--- config.mk ---
export PLATFORM = sky130hd
export DESIGN_NAME = bitstream_command_frame_encoder
export DESIGN_NICKNAME = d
export VERILOG_FILES = /design/src/sv/bcfe_pkg.sv /design/src/sv/bcfe_frame.sv /design/src/sv/bitstream_command_frame_encoder.sv
export SDC_FILE = /design/constraint.sdc
export NUM_CORES = 1
export LEC_CHECK = 0
export ABC_CLOCK_PERIOD_IN_PS = 19800
export BUFFER_PORTS_ARGS = -buffer_cell sky130_fd_sc_hd__clkbuf_2
export CORE_AREA = 2 2 162 164
export DETAILED_ROUTE_END_ITERATION = 16
export DIE_AREA = 0 0 164 166
export GPL_TIMING_DRIVEN = 0
export PLACE_DENSITY = 0.69
export SETUP_SLACK_MARGIN = 0.5
export SYNTH_ARGS = -nofsm -noshare
export SYNTH_HDL_FRONTEND = slang
export SYNTH_HIERARCHICAL = 1
export SYNTH_SLANG_ARGS = --single-unit
export TNS_END_PERCENT = 100
--- constraint.sdc ---
create_clock -name clk_i -period 19.8 [get_ports clk_i]
set_input_delay 1.98 -clock clk_i [delete_from_list [all_inputs] [get_ports clk_i]]
set_output_delay 1.98 -clock clk_i [all_outputs]
set_load 0.01 [all_outputs]
--- src/sv/bcfe_pkg.sv ---
// Shared types, constants and the 5b/8b code table for the bitstream
// command frame encoder. No dependencies.
`default_nettype none

package bcfe_pkg;

  // Stream geometry
  localparam int unsigned GROUP_BITS      = 10;
  localparam int unsigned LEN_W           = 12;
  localparam logic [LEN_W-1:0] MAX_STREAM_BITS = 12'd4095;

  // Reciprocal of GROUP_BITS in 16-bit fraction, exact for values below 4096
  localparam logic [12:0] DIV10_MUL = 13'd6554;

  // Clear frame constants
  localparam logic [7:0] CLEAR_SYNCS  = 8'd60;
  localparam logic [4:0] BROADCAST_ID = 5'd16;

  // Frame slots of one input item, sent lowest first
  localparam int unsigned NUM_SLOTS = 9;
  localparam int unsigned SLOT_W    = 4;
  localparam logic [SLOT_W-1:0] SLOT_CLEAR    = 4'd0;
  localparam logic [SLOT_W-1:0] SLOT_MAN0     = 4'd1;
  localparam logic [SLOT_W-1:0] SLOT_MAN_CK1  = 4'd2;
  localparam logic [SLOT_W-1:0] SLOT_MAN2     = 4'd3;
  localparam logic [SLOT_W-1:0] SLOT_MAN_CK2  = 4'd4;
  localparam logic [SLOT_W-1:0] SLOT_MAN4     = 4'd5;
  localparam logic [SLOT_W-1:0] SLOT_BLOCK    = 4'd6;
  localparam logic [SLOT_W-1:0] SLOT_LOAD     = 4'd7;
  localparam logic [SLOT_W-1:0] SLOT_LOAD_END = 4'd8;

  // Configuration register indexes
  typedef enum logic [2:0] {
    CFG_MODE            = 3'd0,
    CFG_CHIP_ID         = 3'd1,
    CFG_LOAD_PATTERN    = 3'd2,
    CFG_SYNC_SPACING    = 3'd3,
    CFG_STREAM_LENGTH   = 3'd4,
    CFG_REGWRITE_HEADER = 3'd5,
    CFG_SETBIT_HEADER   = 3'd6,
    CFG_SYNC_WORD       = 3'd7
  } cfg_idx_e;

  typedef struct packed {
    logic             mode;
    logic [4:0]       chip_id;
    logic [9:0]       load_pattern;
    logic [5:0]       sync_spacing;
    logic [LEN_W-1:0] stream_length;
    logic [15:0]      regwrite_header;
    logic [15:0]      setbit_header;
  } cfg_t;

  // What one accepted item leaves for the frame builder
  typedef struct packed {
    logic       mode;
    logic       bit_value;
    logic [9:0] word;
  } job_t;

  typedef struct packed {
    logic [7:0] sync_repeat;
    logic [7:0] data_high_code;
    logic [7:0] data_low_code;
    logic [7:0] chip_code;
    logic [7:0] address_code;
    logic [7:0] header_high;
    logic [7:0] header_low;
  } frame_t;

  // Balanced 5b/8b code
  function automatic logic [7:0] code5b8b(input logic [4:0] v);
    logic [7:0] c;
    case (v)
      5'd0:  c = 8'h6A;  5'd1:  c = 8'h6C;  5'd2:  c = 8'h71;  5'd3:  c = 8'h72;
      5'd4:  c = 8'h74;  5'd5:  c = 8'h8B;  5'd6:  c = 8'h8D;  5'd7:  c = 8'h8E;
      5'd8:  c = 8'h93;  5'd9:  c = 8'h95;  5'd10: c = 8'h96;  5'd11: c = 8'h99;
      5'd12: c = 8'h9A;  5'd13: c = 8'h9C;  5'd14: c = 8'hA3;  5'd15: c = 8'hA5;
      5'd16: c = 8'hA6;  5'd17: c = 8'hA9;  5'd18: c = 8'hAA;  5'd19: c = 8'hAC;
      5'd20: c = 8'hB1;  5'd21: c = 8'hB2;  5'd22: c = 8'hB4;  5'd23: c = 8'hC3;
      5'd24: c = 8'hC5;  5'd25: c = 8'hC6;  5'd26: c = 8'hC9;  5'd27: c = 8'hCA;
      5'd28: c = 8'hCC;  5'd29: c = 8'hD1;  5'd30: c = 8'hD2;  5'd31: c = 8'hD4;
      default: c = 8'h6A;
    endcase
    return c;
  endfunction

  // Lowest pending slot of a slot mask
  function automatic logic [SLOT_W-1:0] first_slot(input logic [NUM_SLOTS-1:0] m);
    logic [SLOT_W-1:0] s;
    s = '0;
    for (int i = NUM_SLOTS - 1; i >= 0; i--) begin
      if (m[i]) s = SLOT_W'(i);
    end
    return s;
  endfunction

endpackage

`default_nettype wire

--- src/sv/bcfe_frame.sv ---
// Frame builder: turns a slot number, the pending item and the live
// configuration into one six-byte command frame. Uses bcfe_pkg.
`default_nettype none

module bcfe_frame (
  input  wire logic [bcfe_pkg::SLOT_W-1:0] slot_i,
  input  wire bcfe_pkg::job_t              job_i,
  input  wire bcfe_pkg::cfg_t              cfg_i,
  output bcfe_pkg::frame_t                 frame_o
);

  logic [15:0] header;
  logic [4:0]  chip;
  logic [9:0]  data;
  logic [7:0]  syncs;

  // Per-slot header, chip, data and sync count
  always_comb begin
    header = cfg_i.setbit_header;
    chip   = cfg_i.chip_id;
    data   = '0;
    syncs  = {2'b00, cfg_i.sync_spacing};
    case (slot_i)
      bcfe_pkg::SLOT_CLEAR: begin
        header = cfg_i.regwrite_header;
        chip   = bcfe_pkg::BROADCAST_ID;
        syncs  = bcfe_pkg::CLEAR_SYNCS;
      end
      bcfe_pkg::SLOT_MAN0, bcfe_pkg::SLOT_MAN2, bcfe_pkg::SLOT_MAN4: begin
        data = {9'd0, job_i.bit_value};
      end
      bcfe_pkg::SLOT_MAN_CK1: begin
        data = {8'd0, 1'b1, job_i.bit_value};
      end
      bcfe_pkg::SLOT_MAN_CK2: begin
        data = {7'd0, 2'b10, job_i.bit_value};
      end
      bcfe_pkg::SLOT_BLOCK: begin
        header = cfg_i.regwrite_header;
        data   = job_i.word;
      end
      bcfe_pkg::SLOT_LOAD: begin
        data  = cfg_i.load_pattern;
        syncs = job_i.mode ? {cfg_i.sync_spacing, 2'b00} : 8'd1;
      end
      bcfe_pkg::SLOT_LOAD_END: begin
        syncs = '0;
      end
      default: begin
        syncs = '0;
      end
    endcase
  end

  // Byte encoding
  always_comb begin
    frame_o.header_low     = header[7:0];
    frame_o.header_high    = header[15:8];
    frame_o.address_code   = bcfe_pkg::code5b8b(5'd0);
    frame_o.chip_code      = bcfe_pkg::code5b8b(chip);
    frame_o.data_low_code  = bcfe_pkg::code5b8b(data[4:0]);
    frame_o.data_high_code = bcfe_pkg::code5b8b(data[9:5]);
    frame_o.sync_repeat    = syncs;
  end

endmodule

`default_nettype wire

--- src/sv/bitstream_command_frame_encoder.sv ---
// Top level of the bitstream command frame encoder: stream state, frame
// slot sequencing and the output register. Uses bcfe_pkg and bcfe_frame.
`default_nettype none

// Takes one configuration bit per input transfer and sends six-byte command
// frames, one per output transfer, each tagged with its sync count; tlast marks
// the last frame caused by an input bit. In block mode (mode 0) every tenth bit
// (counted so the stream is left-padded to whole groups) adds one frame. In
// manual mode each bit sends five frames, six on the first bit of a stream. The
// end of the stream adds two load frames when load_pattern is nonzero. The
// single output frame register sends one frame per cycle while the output is
// not stalled; a new bit is taken in the cycle its predecessor's last frame
// moves into that register. Configuration writes are always taken and must be
// made while idle.
module bitstream_command_frame_encoder (
  input  wire logic        clk_i,
  input  wire logic        rst_ni,
  // Configuration write channel
  input  wire logic        cfg_valid_i,
  output logic             cfg_ready_o,
  input  wire logic [2:0]  cfg_index_i,
  input  wire logic [15:0] cfg_data_i,
  // Input stream
  input  wire logic        s_axis_tvalid,
  output logic             s_axis_tready,
  input  wire logic [7:0]  s_axis_tdata,   // [0] bit_value, [7:1] zero
  // Output frames
  output logic             m_axis_tvalid,
  input  wire logic        m_axis_tready,
  output logic [55:0]      m_axis_tdata,   // header_low, header_high, address_code,
                                           // chip_code, data_low_code,
                                           // data_high_code, sync_repeat
  output logic             m_axis_tlast    // last_frame
);

  localparam int unsigned NS = bcfe_pkg::NUM_SLOTS;
  localparam int unsigned LW = bcfe_pkg::LEN_W;

  bcfe_pkg::cfg_t   cfg_q;
  bcfe_pkg::job_t   job_q, job_d;
  bcfe_pkg::frame_t frame, out_q;

  logic [9:0]    acc_q, acc_d;
  logic [LW-1:0] sbc_q, sbc_d;
  logic [NS-1:0] mask_q, mask_d, mask_new, mask_clr;
  logic          out_valid_q, out_valid_d, out_last_q;

  logic          accept, emit;
  logic [bcfe_pkg::SLOT_W-1:0] slot;
  logic [LW-1:0] len_eff, count, diff;
  logic [24:0]   prod;
  logic [LW-1:0] quot;
  logic [LW-1:0] rem;
  logic          at_end, boundary, bit_in;
  logic [9:0]    word_next;

  // Configuration registers
  assign cfg_ready_o = 1'b1;

  always_ff @(posedge clk_i or negedge rst_ni) begin
    if (!rst_ni) begin
      cfg_q <= '{mode: 1'b0, chip_id: 5'd0, load_pattern: 10'd0, sync_spacing: 6'd0,
                 stream_length: LW'(1), regwrite_header: 16'd0, setbit_header: 16'd0};
    end else if (cfg_valid_i) begin
      case (bcfe_pkg::cfg_idx_e'(cfg_index_i))
        bcfe_pkg::CFG_MODE:            cfg_q.mode            <= cfg_data_i[0];
        bcfe_pkg::CFG_CHIP_ID:         cfg_q.chip_id         <= cfg_data_i[4:0];
        bcfe_pkg::CFG_LOAD_PATTERN:    cfg_q.load_pattern    <= cfg_data_i[9:0];
        bcfe_pkg::CFG_SYNC_SPACING:    cfg_q.sync_spacing    <= cfg_data_i[5:0];
        bcfe_pkg::CFG_STREAM_LENGTH:   cfg_q.stream_length   <= cfg_data_i[LW-1:0];
        bcfe_pkg::CFG_REGWRITE_HEADER: cfg_q.regwrite_header <= cfg_data_i;
        bcfe_pkg::CFG_SETBIT_HEADER:   cfg_q.setbit_header   <= cfg_data_i;
        // sync word is carried by count only and never enters a frame
        default: ;
      endcase
    end
  end

  // Stream position and group boundary of the incoming bit
  always_comb begin
    bit_in    = s_axis_tdata[0];
    len_eff   = (cfg_q.stream_length == '0) ? LW'(1) : cfg_q.stream_length;
    if (len_eff > bcfe_pkg::MAX_STREAM_BITS) len_eff = bcfe_pkg::MAX_STREAM_BITS;
    count     = sbc_q + LW'(1);
    at_end    = count >= len_eff;
    diff      = len_eff - count;
    // diff mod 10 through the reciprocal
    prod      = 25'(diff) * 25'(bcfe_pkg::DIV10_MUL);
    quot      = LW'(prod[24:16]);
    rem       = diff - LW'(quot * LW'(bcfe_pkg::GROUP_BITS));
    boundary  = at_end || (rem == '0);
    word_next = {acc_q[8:0], bit_in};
  end

  // Frames this bit will cause
  always_comb begin
    mask_new = '0;
    mask_new[bcfe_pkg::SLOT_CLEAR]    = cfg_q.mode && (sbc_q == '0);
    mask_new[bcfe_pkg::SLOT_MAN0]     = cfg_q.mode;
    mask_new[bcfe_pkg::SLOT_MAN_CK1]  = cfg_q.mode;
    mask_new[bcfe_pkg::SLOT_MAN2]     = cfg_q.mode;
    mask_new[bcfe_pkg::SLOT_MAN_CK2]  = cfg_q.mode;
    mask_new[bcfe_pkg::SLOT_MAN4]     = cfg_q.mode;
    mask_new[bcfe_pkg::SLOT_BLOCK]    = !cfg_q.mode && boundary;
    mask_new[bcfe_pkg::SLOT_LOAD]     = at_end && (cfg_q.load_pattern != '0);
    mask_new[bcfe_pkg::SLOT_LOAD_END] = at_end && (cfg_q.load_pattern != '0);
  end

  // Slot sequencing and handshakes
  always_comb begin
    slot     = bcfe_pkg::first_slot(mask_q);
    mask_clr = mask_q & ~(NS'(1) << slot);
    emit     = (mask_q != '0) && (!out_valid_q || m_axis_tready);
    s_axis_tready = (mask_q == '0) || (emit && (mask_clr == '0));
    accept   = s_axis_tvalid && s_axis_tready;

    mask_d = mask_q;
    if (emit) mask_d = mask_clr;
    if (accept) mask_d = mask_new;

    job_d = job_q;
    acc_d = acc_q;
    sbc_d = sbc_q;
    if (accept) begin
      job_d.mode      = cfg_q.mode;
      job_d.bit_value = bit_in;
      job_d.word      = word_next;
      acc_d = boundary ? '0 : word_next;
      sbc_d = at_end ? '0 : count;
    end

    out_valid_d = out_valid_q;
    if (emit) out_valid_d = 1'b1;
    else if (m_axis_tready) out_valid_d = 1'b0;
  end

  bcfe_frame u_frame (
    .slot_i  (slot),
    .job_i   (job_q),
    .cfg_i   (cfg_q),
    .frame_o (frame)
  );

  // Control state
  always_ff @(posedge clk_i or negedge rst_ni) begin
    if (!rst_ni) begin
      mask_q      <= '0;
      acc_q       <= '0;
      sbc_q       <= '0;
      out_valid_q <= 1'b0;
    end else begin
      mask_q      <= mask_d;
      acc_q       <= acc_d;
      sbc_q       <= sbc_d;
      out_valid_q <= out_valid_d;
    end
  end

  // Payload registers
  always_ff @(posedge clk_i) begin
    job_q <= job_d;
    if (emit) begin
      out_q      <= frame;
      out_last_q <= (mask_clr == '0);
    end
  end

  assign m_axis_tvalid = out_valid_q;
  assign m_axis_tdata  = out_q;
  assign m_axis_tlast  = out_last_q;

endmodule

`default_nettype wire

==> summary.md, run 1 <==
| Metric | Value |
|---|---|
| Status | finished clean |
| HPWL after detailed placement | 19740 µm |
| Setup crit start kind | register |
| Drt wl/cell | 15.86 µm |
| Compound-Gate Fraction of Synth Area | 0.1357 |
| F_max | 0.08785 GHz |
| Top cell type by total area after synthesis | dfrtp_1 |
| Top_reg_cell synth | dfrtp_1 |
| Post-synthesis cell count | 1170 |
| Drt first-iter violations | 684 |
| CTS tree | built |
| Clk_skew | 9.892 ps |
| Post-synthesis xor/xnor area fraction | 0.03025 |
| Post-cts hold buffer count | 0 |
| Largest net degree at the start of global routing | 57 |
| Drt pass-1 iters | 7 |
| # IOs | 92 |
| Sequential fraction of the synthesis area | 0.3579 |
| Adder-cell share of the synthesized area | 0.2098 |
| Top routing layer used | met4 |
| Max Slew Vio Count | 0 |
| Commonest cells post-synth | ha_1 (143), inv_1 (113), dfrtp_1 (96) |
| CTS max path bufs | 2 |
| PostCTS Resize Cnt | 0 |
| CTS buffer count | 17 |
| FF+latch count, synth | 165 |
| Die area | 0.02722 mm² |
| Met1 Wirelength | 11570 µm |
| Top cell type's share of synthesized area | 0.1923 |
| Worst hold start | acc_q[8] |
| Number of diodes | 0 |
| Final GP Congestion | 0.8869 |
| Vias in the first global route | 9117 |
| Post-CTS Setup Inserts | 0 |
| Area share of and/or/nand/nor cells after synthesis | 0.1077 |
| Via count | 9025 |
| Max_cap viols | 0 |
| Mapped Area | 0.01249 mm² |
| Slowest stage delay, CP | 500 ps |
| Post-DP Area | 0.01339 mm² |
| WP data arrival | 11740 ps |
| Async SR Flop Fraction | 0.5879 |
| Die X | 164 µm |
| DR DRC count | 0 |
| Worst Tran Pin Value | 1118 ps |
| Yosys warns | 6 |
| CP max stage cell | fa_1 |
| Number of routed nets with antenna violations | 0 |
| Crit Path Max Fanout | 9 |
| CP Capture Type | register |
| Final period util | 0.5749 |
| Largest family of logic cells by synthesized area | adder cells |
| Worst skew pair latency | 420 ps |
| Post-synth EDFFs | 68 |
| Nets | 1494 |
| FP Rows | 59 |
| Mux cell area share after synthesis | 0.09547 |
| Starting Density | 0.4876 |
| Core ar. | 0.02562 mm² |
| Share of cells above drive strength 1 | 0.1998 |
| Crit path from | sbc_q[0] |
| Synthesis-to-finish area growth | 12.18% |
| Worst reg2reg path startpoint | sbc_q[0] |
| Clk root buf | clkbuf_16 |
| Max-slew headroom | 0.2475 |
| Clock sinks | 165 |
| GRT Overall Usage | 0.1980 |
| Top-count cell post-synth | ha_1 |
| RSZ-0062 raised after global routing | false |
| Routed WL | 25790 µm |
| Worst endpoint required time | 20160 ps |
| I/O Buffers | 81 |
| Die H | 166 µm |
| Area contributors post-synth | dfrtp_1 (19%), edfxtp_1 (16%), ha_1 (14%), mux2_2 (7.7%), fa_1 (6.6%) |
| CTS H-Tree Depth | 4 |
| First-pass GRT wire length | 44150 µm |
| Final setup viols | 0 |
| Final min period | 11380 ps |
| Post-route cell area | 0.01401 mm² |
| CP most frequent cell | ha_1 |
| Met3 Wirelength | 945 µm |
| Overflow after GRT | 0 |
| Initial antenna violation count | 0 |
| Hold/Removal Path Class | reg -> reg |
| Type of the worst setup path | reg -> reg |
| Setup tns final | 0 ps |
| Final Hold Viols | 0 |
| Netlist cell types | 99 |
| Clk pin slew, worst setup/hold paths | 70 ps |
| Syn_area_per_cell | 10.67 µm² |
| # fillers | 2227 |
| Vias/cell | 5.550 |
| Met2 wire length | 12840 µm |
[worst paths after layout]
path,to,slack (ps),cells after the start
min reg2reg,job_q[9],470,0
min in group asynchronous,cfg_q[12],1590,1
max,acc_q[5],8420,43
max in group asynchronous,cfg_q[32],17470,2
max reg2reg,acc_q[5],8420,43
min,job_q[9],470,0
[per-layer routing]
| metal | global-route usage | up-vias |
|---|---|---|
| met4 | 0.05721 | 0 |
| met5 | 0 | - |
| met3 | 0.02223 | 38 |
| li1 | - | 4422 |
| met1 | 0.2592 | 4347 |
| met2 | 0.3449 | 218 |
[critical path, delay by kind of cell, from the launching register on]
family / cells / cell delay [ps]
compound gates: 13 / 3050
xor+xnor: 5 / 1200
fa+ha+maj: 12 / 4160
buf+inv: 3 / 380
flops: 1 / 430
simple gates: 10 / 2100
[sequential cells by signal, summed over array words and instances (netlist names)]
| name | cells |
|---|---|
| sbc_q | 12 |
| acc_q | 9 |
| cfg_q | 66 |
| m_axis_tvalid | 1 |
| m_axis_tdata | 56 |
| job_q | 11 |
| m_axis_tlast | 1 |
| mask_q | 9 |
[cell usage in the layout, fill, tap and decap left out, types with 8 or more instances in the layout]
cell       count
dfrtp_1       96
nand2b_1      14
a221oi_1       8
and3_1        12
xnor2_1       25
a21oi_1       53
nor2_1        59
and2_1         8
mux2_2        85
buf_4         11
a31oi_1       12
o211ai_1      10
edfxtp_1      68
nor2b_1        9
o22ai_1        9
o21ai_0       28
nor4_1        11
o21ai_1       27
clkbuf_2      81
clkbuf_16     17
conb_1         9
nand2_1       50
nor3_1        13
mux2i_1       19
ha_1         143
a22o_1        11
clkbuf_1      35
fa_1          41
nand3_1       23
a21o_1        14
xor2_1        15
inv_1        113
[final cells by class]
class | count | area, µm² | area share
Timing Repair Buffer | 83 | 455.4 | 0.03251
Sequential cell | 165 | 4471 | 0.3191
Tap cell | 335 | 419.2 | 0.02992
Multi-Input combinational cell | 836 | 7272 | 0.5190
Buffer | 61 | 349.1 | 0.02492
Clock inverter | 15 | 191.4 | 0.01366
Inverter | 114 | 427.9 | 0.03054
Clock buffer | 17 | 425.4 | 0.03036
[per-stage QoR]
step,cells,util,hold slack [ps],setup WS [ps]
2_1_floorplan,1176,-,425.3,9818
3_3_place_gp,1592,0.5206,439.5,8485
3_5_place_dp,1594,0.5229,446.7,8474
4_1_cts,1626,0.5470,471.5,8412
5_1_grt,1626,0.5470,488.2,7717
6_report,1626,0.5470,469.8,8417
[cell families (layout without fill, tap and decap cells)]
logic type / count (synthesis) / count (layout)
simple gates: 253 / 253
compound gates: 242 / 242
fa+ha+maj: 185 / 185
buf+inv: 175 / 290
flops: 165 / 165
mux: 106 / 106
xor+xnor: 41 / 41
other cells: 3 / 9
Power of run 1 is not shown: default switching activity piles up to over one toggle a cycle in this logic, so the estimate is an artifact.
==> run 2, diff against run 1 <==
- ABC_AREA: not set -> 1
- ABC_CLOCK_PERIOD_IN_PS: 19800 -> 11700
- CORE_AREA: 2 2 162 164 -> 2 2 160 162
- DIE_AREA: 0 0 164 166 -> 0 0 162 164
- PLACE_DENSITY: 0.69 -> 0.7
- clock period: 19.8 -> 11.7 ns (I/O delays scaled with it)
==> run 2 against run 1 <==
Core utilization is 0.88 points higher. Maximum frequency up 13%. Non-clock buffer count down 16. Final area shrank 1.5%. Largest cell class unchanged.
==> summary.md, run 2 <==
| Metric | Value |
|---|---|
| Share of cells above drive strength 1 | 0.1376 |
| Clock sinks | 165 |
| Most frequent cells in the layout | nand2_1 (327), inv_1 (222), ha_1 (143) |
| Crit Path Max Fanout | 10 |
| Type of the worst setup path | reg -> reg |
| CTS buffer count | 17 |
| Top_reg_cell synth | dfrtp_1 |
| FP Rows | 58 |
| Hold/Removal Path Class | reg -> reg |
| Commonest cells post-synth | nand2_1 (327), inv_1 (222), ha_1 (143) |
| Drt pass-1 iters | 8 |
| Clk root buf | clkbuf_16 |
| Async SR Flop Fraction | 0.5879 |
| Synthesis-to-finish area growth | 12.16% |
| I/O Buffers | 83 |
| Status | finished clean |
| CTS tree | built |
| Vias/cell | 5.068 |
| Post-cts hold buffer count | 0 |
| # IOs | 92 |
| Drt wl/cell | 13.78 µm |
| WP data arrival | 10420 ps |
| Number of routed nets with antenna violations | 0 |
| RSZ-0062 raised after global routing | false |
| Initial antenna violation count | 0 |
| Largest reg by FF count | cfg_q |
| Mapped Area | 0.01230 mm² |
| Reg2Reg Depth | 51 |
| CTS max path bufs | 2 |
| PostCTS Resize Cnt | 0 |
| Core ar. | 0.02482 mm² |
| Post-CTS Setup Inserts | 0 |
| CP Capture Type | register |
| Vias in the first global route | 9516 |
| Max_cap viols | 0 |
| FF+latch count, synth | 165 |
| Commonest non-fill, non-tap cell in the layout | nand2_1 |
| Clk_skew | 9.718 ps |
| Nets | 1766 |
| Top cell type by total area after synthesis | dfrtp_1 |
| Overflow after GRT | 0 |
| Slowest stage delay, CP | 790 ps |
| DR DRC count | 0 |
| Die H | 164 µm |
| Setup crit start kind | register |
| CTS H-Tree Depth | 4 |
| Top cell type's share of synthesized area | 0.1953 |
| Drt first-iter violations | 671 |
| Worst Tran Pin Value | 1024 ps |
| Register area | 0.004471 mm² |
| Setup tns final | 0 ps |
| Post-synth EDFFs | 68 |
| Top-count cell post-synth | nand2_1 |
| Worst endpoint required time | 12050 ps |
| Via count | 9593 |
| Netlist cell types | 49 |
| Multi-input logic area | 0.006711 mm² |
| Syn_area_per_cell | 8.541 µm² |
| GRT Overall Usage | 0.2046 |
| Yosys warns | 6 |
| Max reg flops | 66 |
| First-pass GRT wire length | 44190 µm |
| CP max stage cell | xor2_1 |
| Final min period | 10070 ps |
| Clk pin slew, worst setup/hold paths | 70 ps |
| Area contributors post-synth | dfrtp_1 (20%), edfxtp_1 (17%), ha_1 (15%), nand2_1 (10%), inv_1 (6.8%) |
| Routed WL | 26080 µm |
| Largest net degree at the start of global routing | 67 |
| Sequential fraction of the synthesis area | 0.3635 |
| CP most frequent cell | nand2_1 |
| Starting Density | 0.4956 |
| # fillers | 2265 |
| Die X | 162 µm |
| Worst hold path depth | 0 |
| Max-slew headroom | 0.3150 |
| Final period util | 0.8604 |
| F_max | 0.09934 GHz |
| Max Slew Vio Count | 0 |
| Final setup viols | 0 |
| Worst skew pair latency | 430 ps |
| Final GP Congestion | 0.8593 |
| Number of diodes | 0 |
| HPWL after detailed placement | 20110 µm |
| Post-synthesis cell count | 1440 |
| Final Hold Viols | 0 |
| Die area | 0.02657 mm² |
==> run 2: final timing paths <==
kind / startpoint / to / slack, ps
min reg2reg: acc_q[8] / job_q[9] / 470
min in group asynchronous: rst_ni / cfg_q[46] / 730
max in group asynchronous: rst_ni / cfg_q[32] / 10240
min: acc_q[8] / job_q[9] / 470
max: sbc_q[0] / mask_q[6] / 1630
max reg2reg: sbc_q[0] / mask_q[6] / 1630
==> run 2: kinds of logic after synthesis <==
family,Yosys count,share of synthesized area
buffers and inverters,285,0.09329
multiplexers,16,0.01465
XOR/XNOR,40,0.02848
other,3,0.0009155
AND/OR/NAND/NOR,537,0.1869
adder cells (fa/ha/maj),184,0.2122
flip-flops,165,0.3635
AO/OA/AOI/OAI,210,0.1001
==> run 2: per-stage QoR <==
step | util | setup WS [ps] | instances | instance area, µm² | hold WS, ps
after floorplan | - | 3215 | 1446 | 12320 | 425.3
after global placement | 0.5298 | 1758 | 1859 | 13150 | 433.6
after detailed placement | 0.5322 | 1670 | 1861 | 13210 | 435.0
after CTS | 0.5558 | 1636 | 1893 | 13790 | 472.6
after global routing | 0.5558 | 758.5 | 1893 | 13790 | 482.3
final | 0.5558 | 1634 | 1893 | 13790 | 469.1
==> run 2: per-layer routing <==
layer,vias to the layer above,wire length [µm],global-route usage
met3,29,929,0.02929
met4,0,408,0.05390
met2,205,12470,0.3516
met1,4464,12270,0.2724
met5,-,0,0
li1,4895,-,-
==> run 2: area by class of cell <==
cell class	count	share of cell area
multi-input combinational	996	0.4865
sequential	165	0.3241
inverter	242	0.06603
timing repair buffer	85	0.03374
clock buffer	17	0.03084
tap	330	0.02993
buffer	43	0.01714
clock inverter	15	0.01170
==> run 2: critical path, delay by kind of cell (launching register included) <==
| kind | cells | cell delay, ps |
|---|---|---|
| adder cells (fa/ha/maj) | 11 | 4030 |
| AND/OR/NAND/NOR | 22 | 2430 |
| AO/OA/AOI/OAI | 8 | 1420 |
| XOR/XNOR | 4 | 1340 |
| flip-flops | 1 | 430 |
| buffers and inverters | 6 | 350 |
Power of run 2 is left out for the same reason.
==> run 3, diff against run 2 <==
- ABC_AREA: 1 -> not set
- BUFFER_PORTS_ARGS: -buffer_cell sky130_fd_sc_hd__clkbuf_2 -> not set
- CORE_AREA: 2 2 160 162 -> 2 2 162 164
- CTS_CLUSTER_DIAMETER: not set -> 80
- DIE_AREA: 0 0 162 164 -> 0 0 164 166
- DONT_BUFFER_PORTS: not set -> 1
- PLACE_DENSITY: 0.7 -> 0.66
==> run 3 against run 2 <==
Via count shrank 9.1%. Worst hold slack lost 38 ps. First-iteration DRC count shrank 0.75%. Critical path type unchanged. Largest cell class unchanged. Clock skew grew 2.9 ps. Worst setup slack lost 610 ps.
==> summary.md, run 3 (same netlist as run 1, synthesis figures left out) <==
| Metric | Value |
|---|---|
| Die H | 166 µm |
| Slowest stage delay, CP | 540 ps |
| Status | finished clean |
| I/O Buffers | 0 |
| FP Rows | 59 |
| Clock sinks | 165 |
| CP Capture Type | register |
| HPWL after detailed placement | 19130 µm |
| CTS max path bufs | 2 |
| Reg-to-reg setup timing slack | 1020 ps |
| Final Hold Viols | 0 |
| Drt pass-1 iters | 5 |
| Hold/Removal Path Class | in -> async |
| Final hold slack | 430.9 ps |
| Drt wl/cell | 16.34 µm |
| Most frequent cells in the layout | ha_1 (138), inv_1 (112), dfrtp_1 (95) |
| Vias in the first global route | 8633 |
| Final GP Congestion | 0.8664 |
| Starting Density | 0.4876 |
| Synthesis-to-finish area growth | 12.00% |
| Max_cap viols | 0 |
| CP most frequent cell | fa_1 |
| Worst skew pair latency | 420 ps |
| Clk_skew | 12.61 ps |
| Die area | 0.02722 mm² |
| Worst reg2reg path startpoint | sbc_q[0] |
| Final setup viols | 0 |
| Number of routed nets with antenna violations | 0 |
| WP data arrival | 10990 ps |
| Crit Path Max Fanout | 6 |
| Clk pin slew, worst setup/hold paths | 70 ps |
| Die X | 164 µm |
| Routed WL | 25570 µm |
| F_max | 0.09366 GHz |
| CP max stage cell | fa_1 |
| CTS H-Tree Depth | 4 |
| Type of the worst setup path | reg -> reg |
| Reg2Reg Depth | 44 |
| Worst Tran Pin Value | 1146 ps |
| Largest net degree at the start of global routing | 98 |
| # IOs | 92 |
| Final period util | 0.9125 |
| Setup crit start kind | register |
| # fillers | 2165 |
| Register area | 0.004472 mm² |
| Worst R2R End | mask_q[6] |
| Clk root buf | clkbuf_16 |
| Nets | 1433 |
| CTS buffer count | 17 |
| Final Util | 0.5461 |
| Drt first-iter violations | 666 |
| Final min period | 10680 ps |
| Commonest non-fill, non-tap cell in the layout | ha_1 |
| Vias/cell | 5.570 |
| First-pass GRT wire length | 42960 µm |
| Setup tns final | 0 ps |
| DR DRC count | 0 |
| Initial antenna violation count | 0 |
| Share of cells above drive strength 1 | 0.1911 |
| Multi-input logic area | 0.007557 mm² |
| Max reg flops | 66 |
| Number of diodes | 0 |
| RSZ-0062 raised after global routing | false |
| Worst endpoint required time | 12010 ps |
| Max-slew headroom | 0.2287 |
| CTS tree | built |
| GRT Overall Usage | 0.1928 |
| Via count | 8717 |
| Largest reg by FF count | cfg_q |
| Max Slew Vio Count | 0 |
| Overflow after GRT | 0 |
| Core ar. | 0.02562 mm² |
run 3: changes by cell type in the layout (fill, tap and decap cells not counted), moves of 16 or more:
cell / before / now
inv_2: 18 / 2
clkbuf_2: 82 / 1
inv_1: 222 / 112
o21ai_0: 96 / 27
mux2i_1: 0 / 19
nand3_1: 97 / 23
mux2_2: 16 / 85
nand2_1: 327 / 50
buf_4: 15 / 31
run 3: layout make-up:
class,count,area share
plain buffers,61,0.02496
multi-input cells,837,0.5403
clock buffers,18,0.03068
flip-flops and latches,165,0.3197
well taps,335,0.02996
repair buffers,21,0.01216
clock inverters,14,0.01172
inverters,114,0.03059
run 3: per-layer routing:
layer,global-route usage,share of wire
met5,0,0
met2,0.3334,0.50
met4,0.04348,0.0090
met1,0.2580,0.46
met3,0.02373,0.029
run 3: repair_timing:
action,4_1_cts,5_1_grt
hold buffers,0,0
pin swaps,4,10
setup endpoints to repair,10,10
gates cloned,1,0
setup buffers,3,17
resized for setup,13,34
run 3: worst max-delay path by stage:
stage	startpoint	to	slack, ps	cells past startpoint
after floorplan	sbc_q[0]	acc_q[0]	1720	44
after global placement	sbc_q[0]	acc_q[6]	330	43
after detailed placement	sbc_q[0]	acc_q[6]	340	43
after CTS	sbc_q[0]	mask_q[6]	510	44
after global routing	sbc_q[0]	mask_q[6]	520	46
final	sbc_q[0]	mask_q[6]	1020	44
run 3: stage by stage:
stage | setup WS (ps) | area (µm²) | std cells
final | 1023 | 13990 | 1565
after global routing | 524.5 | 13990 | 1565
after CTS | 506.1 | 13660 | 1548
after detailed placement | 335.9 | 12960 | 1512
after global placement | 330.0 | 12930 | 1511
after floorplan | 1718 | 12510 | 1176
run 3: critical path, delay by kind of cell (launching register included):
kind	cells	cell delay (ps)
adder cells (fa/ha/maj)	10	3640
AO/OA/AOI/OAI	15	2990
AND/OR/NAND/NOR	10	2270
XOR/XNOR	5	960
flip-flops	1	420
buffers and inverters	4	300
Power of run 3 is left out for the same reason.
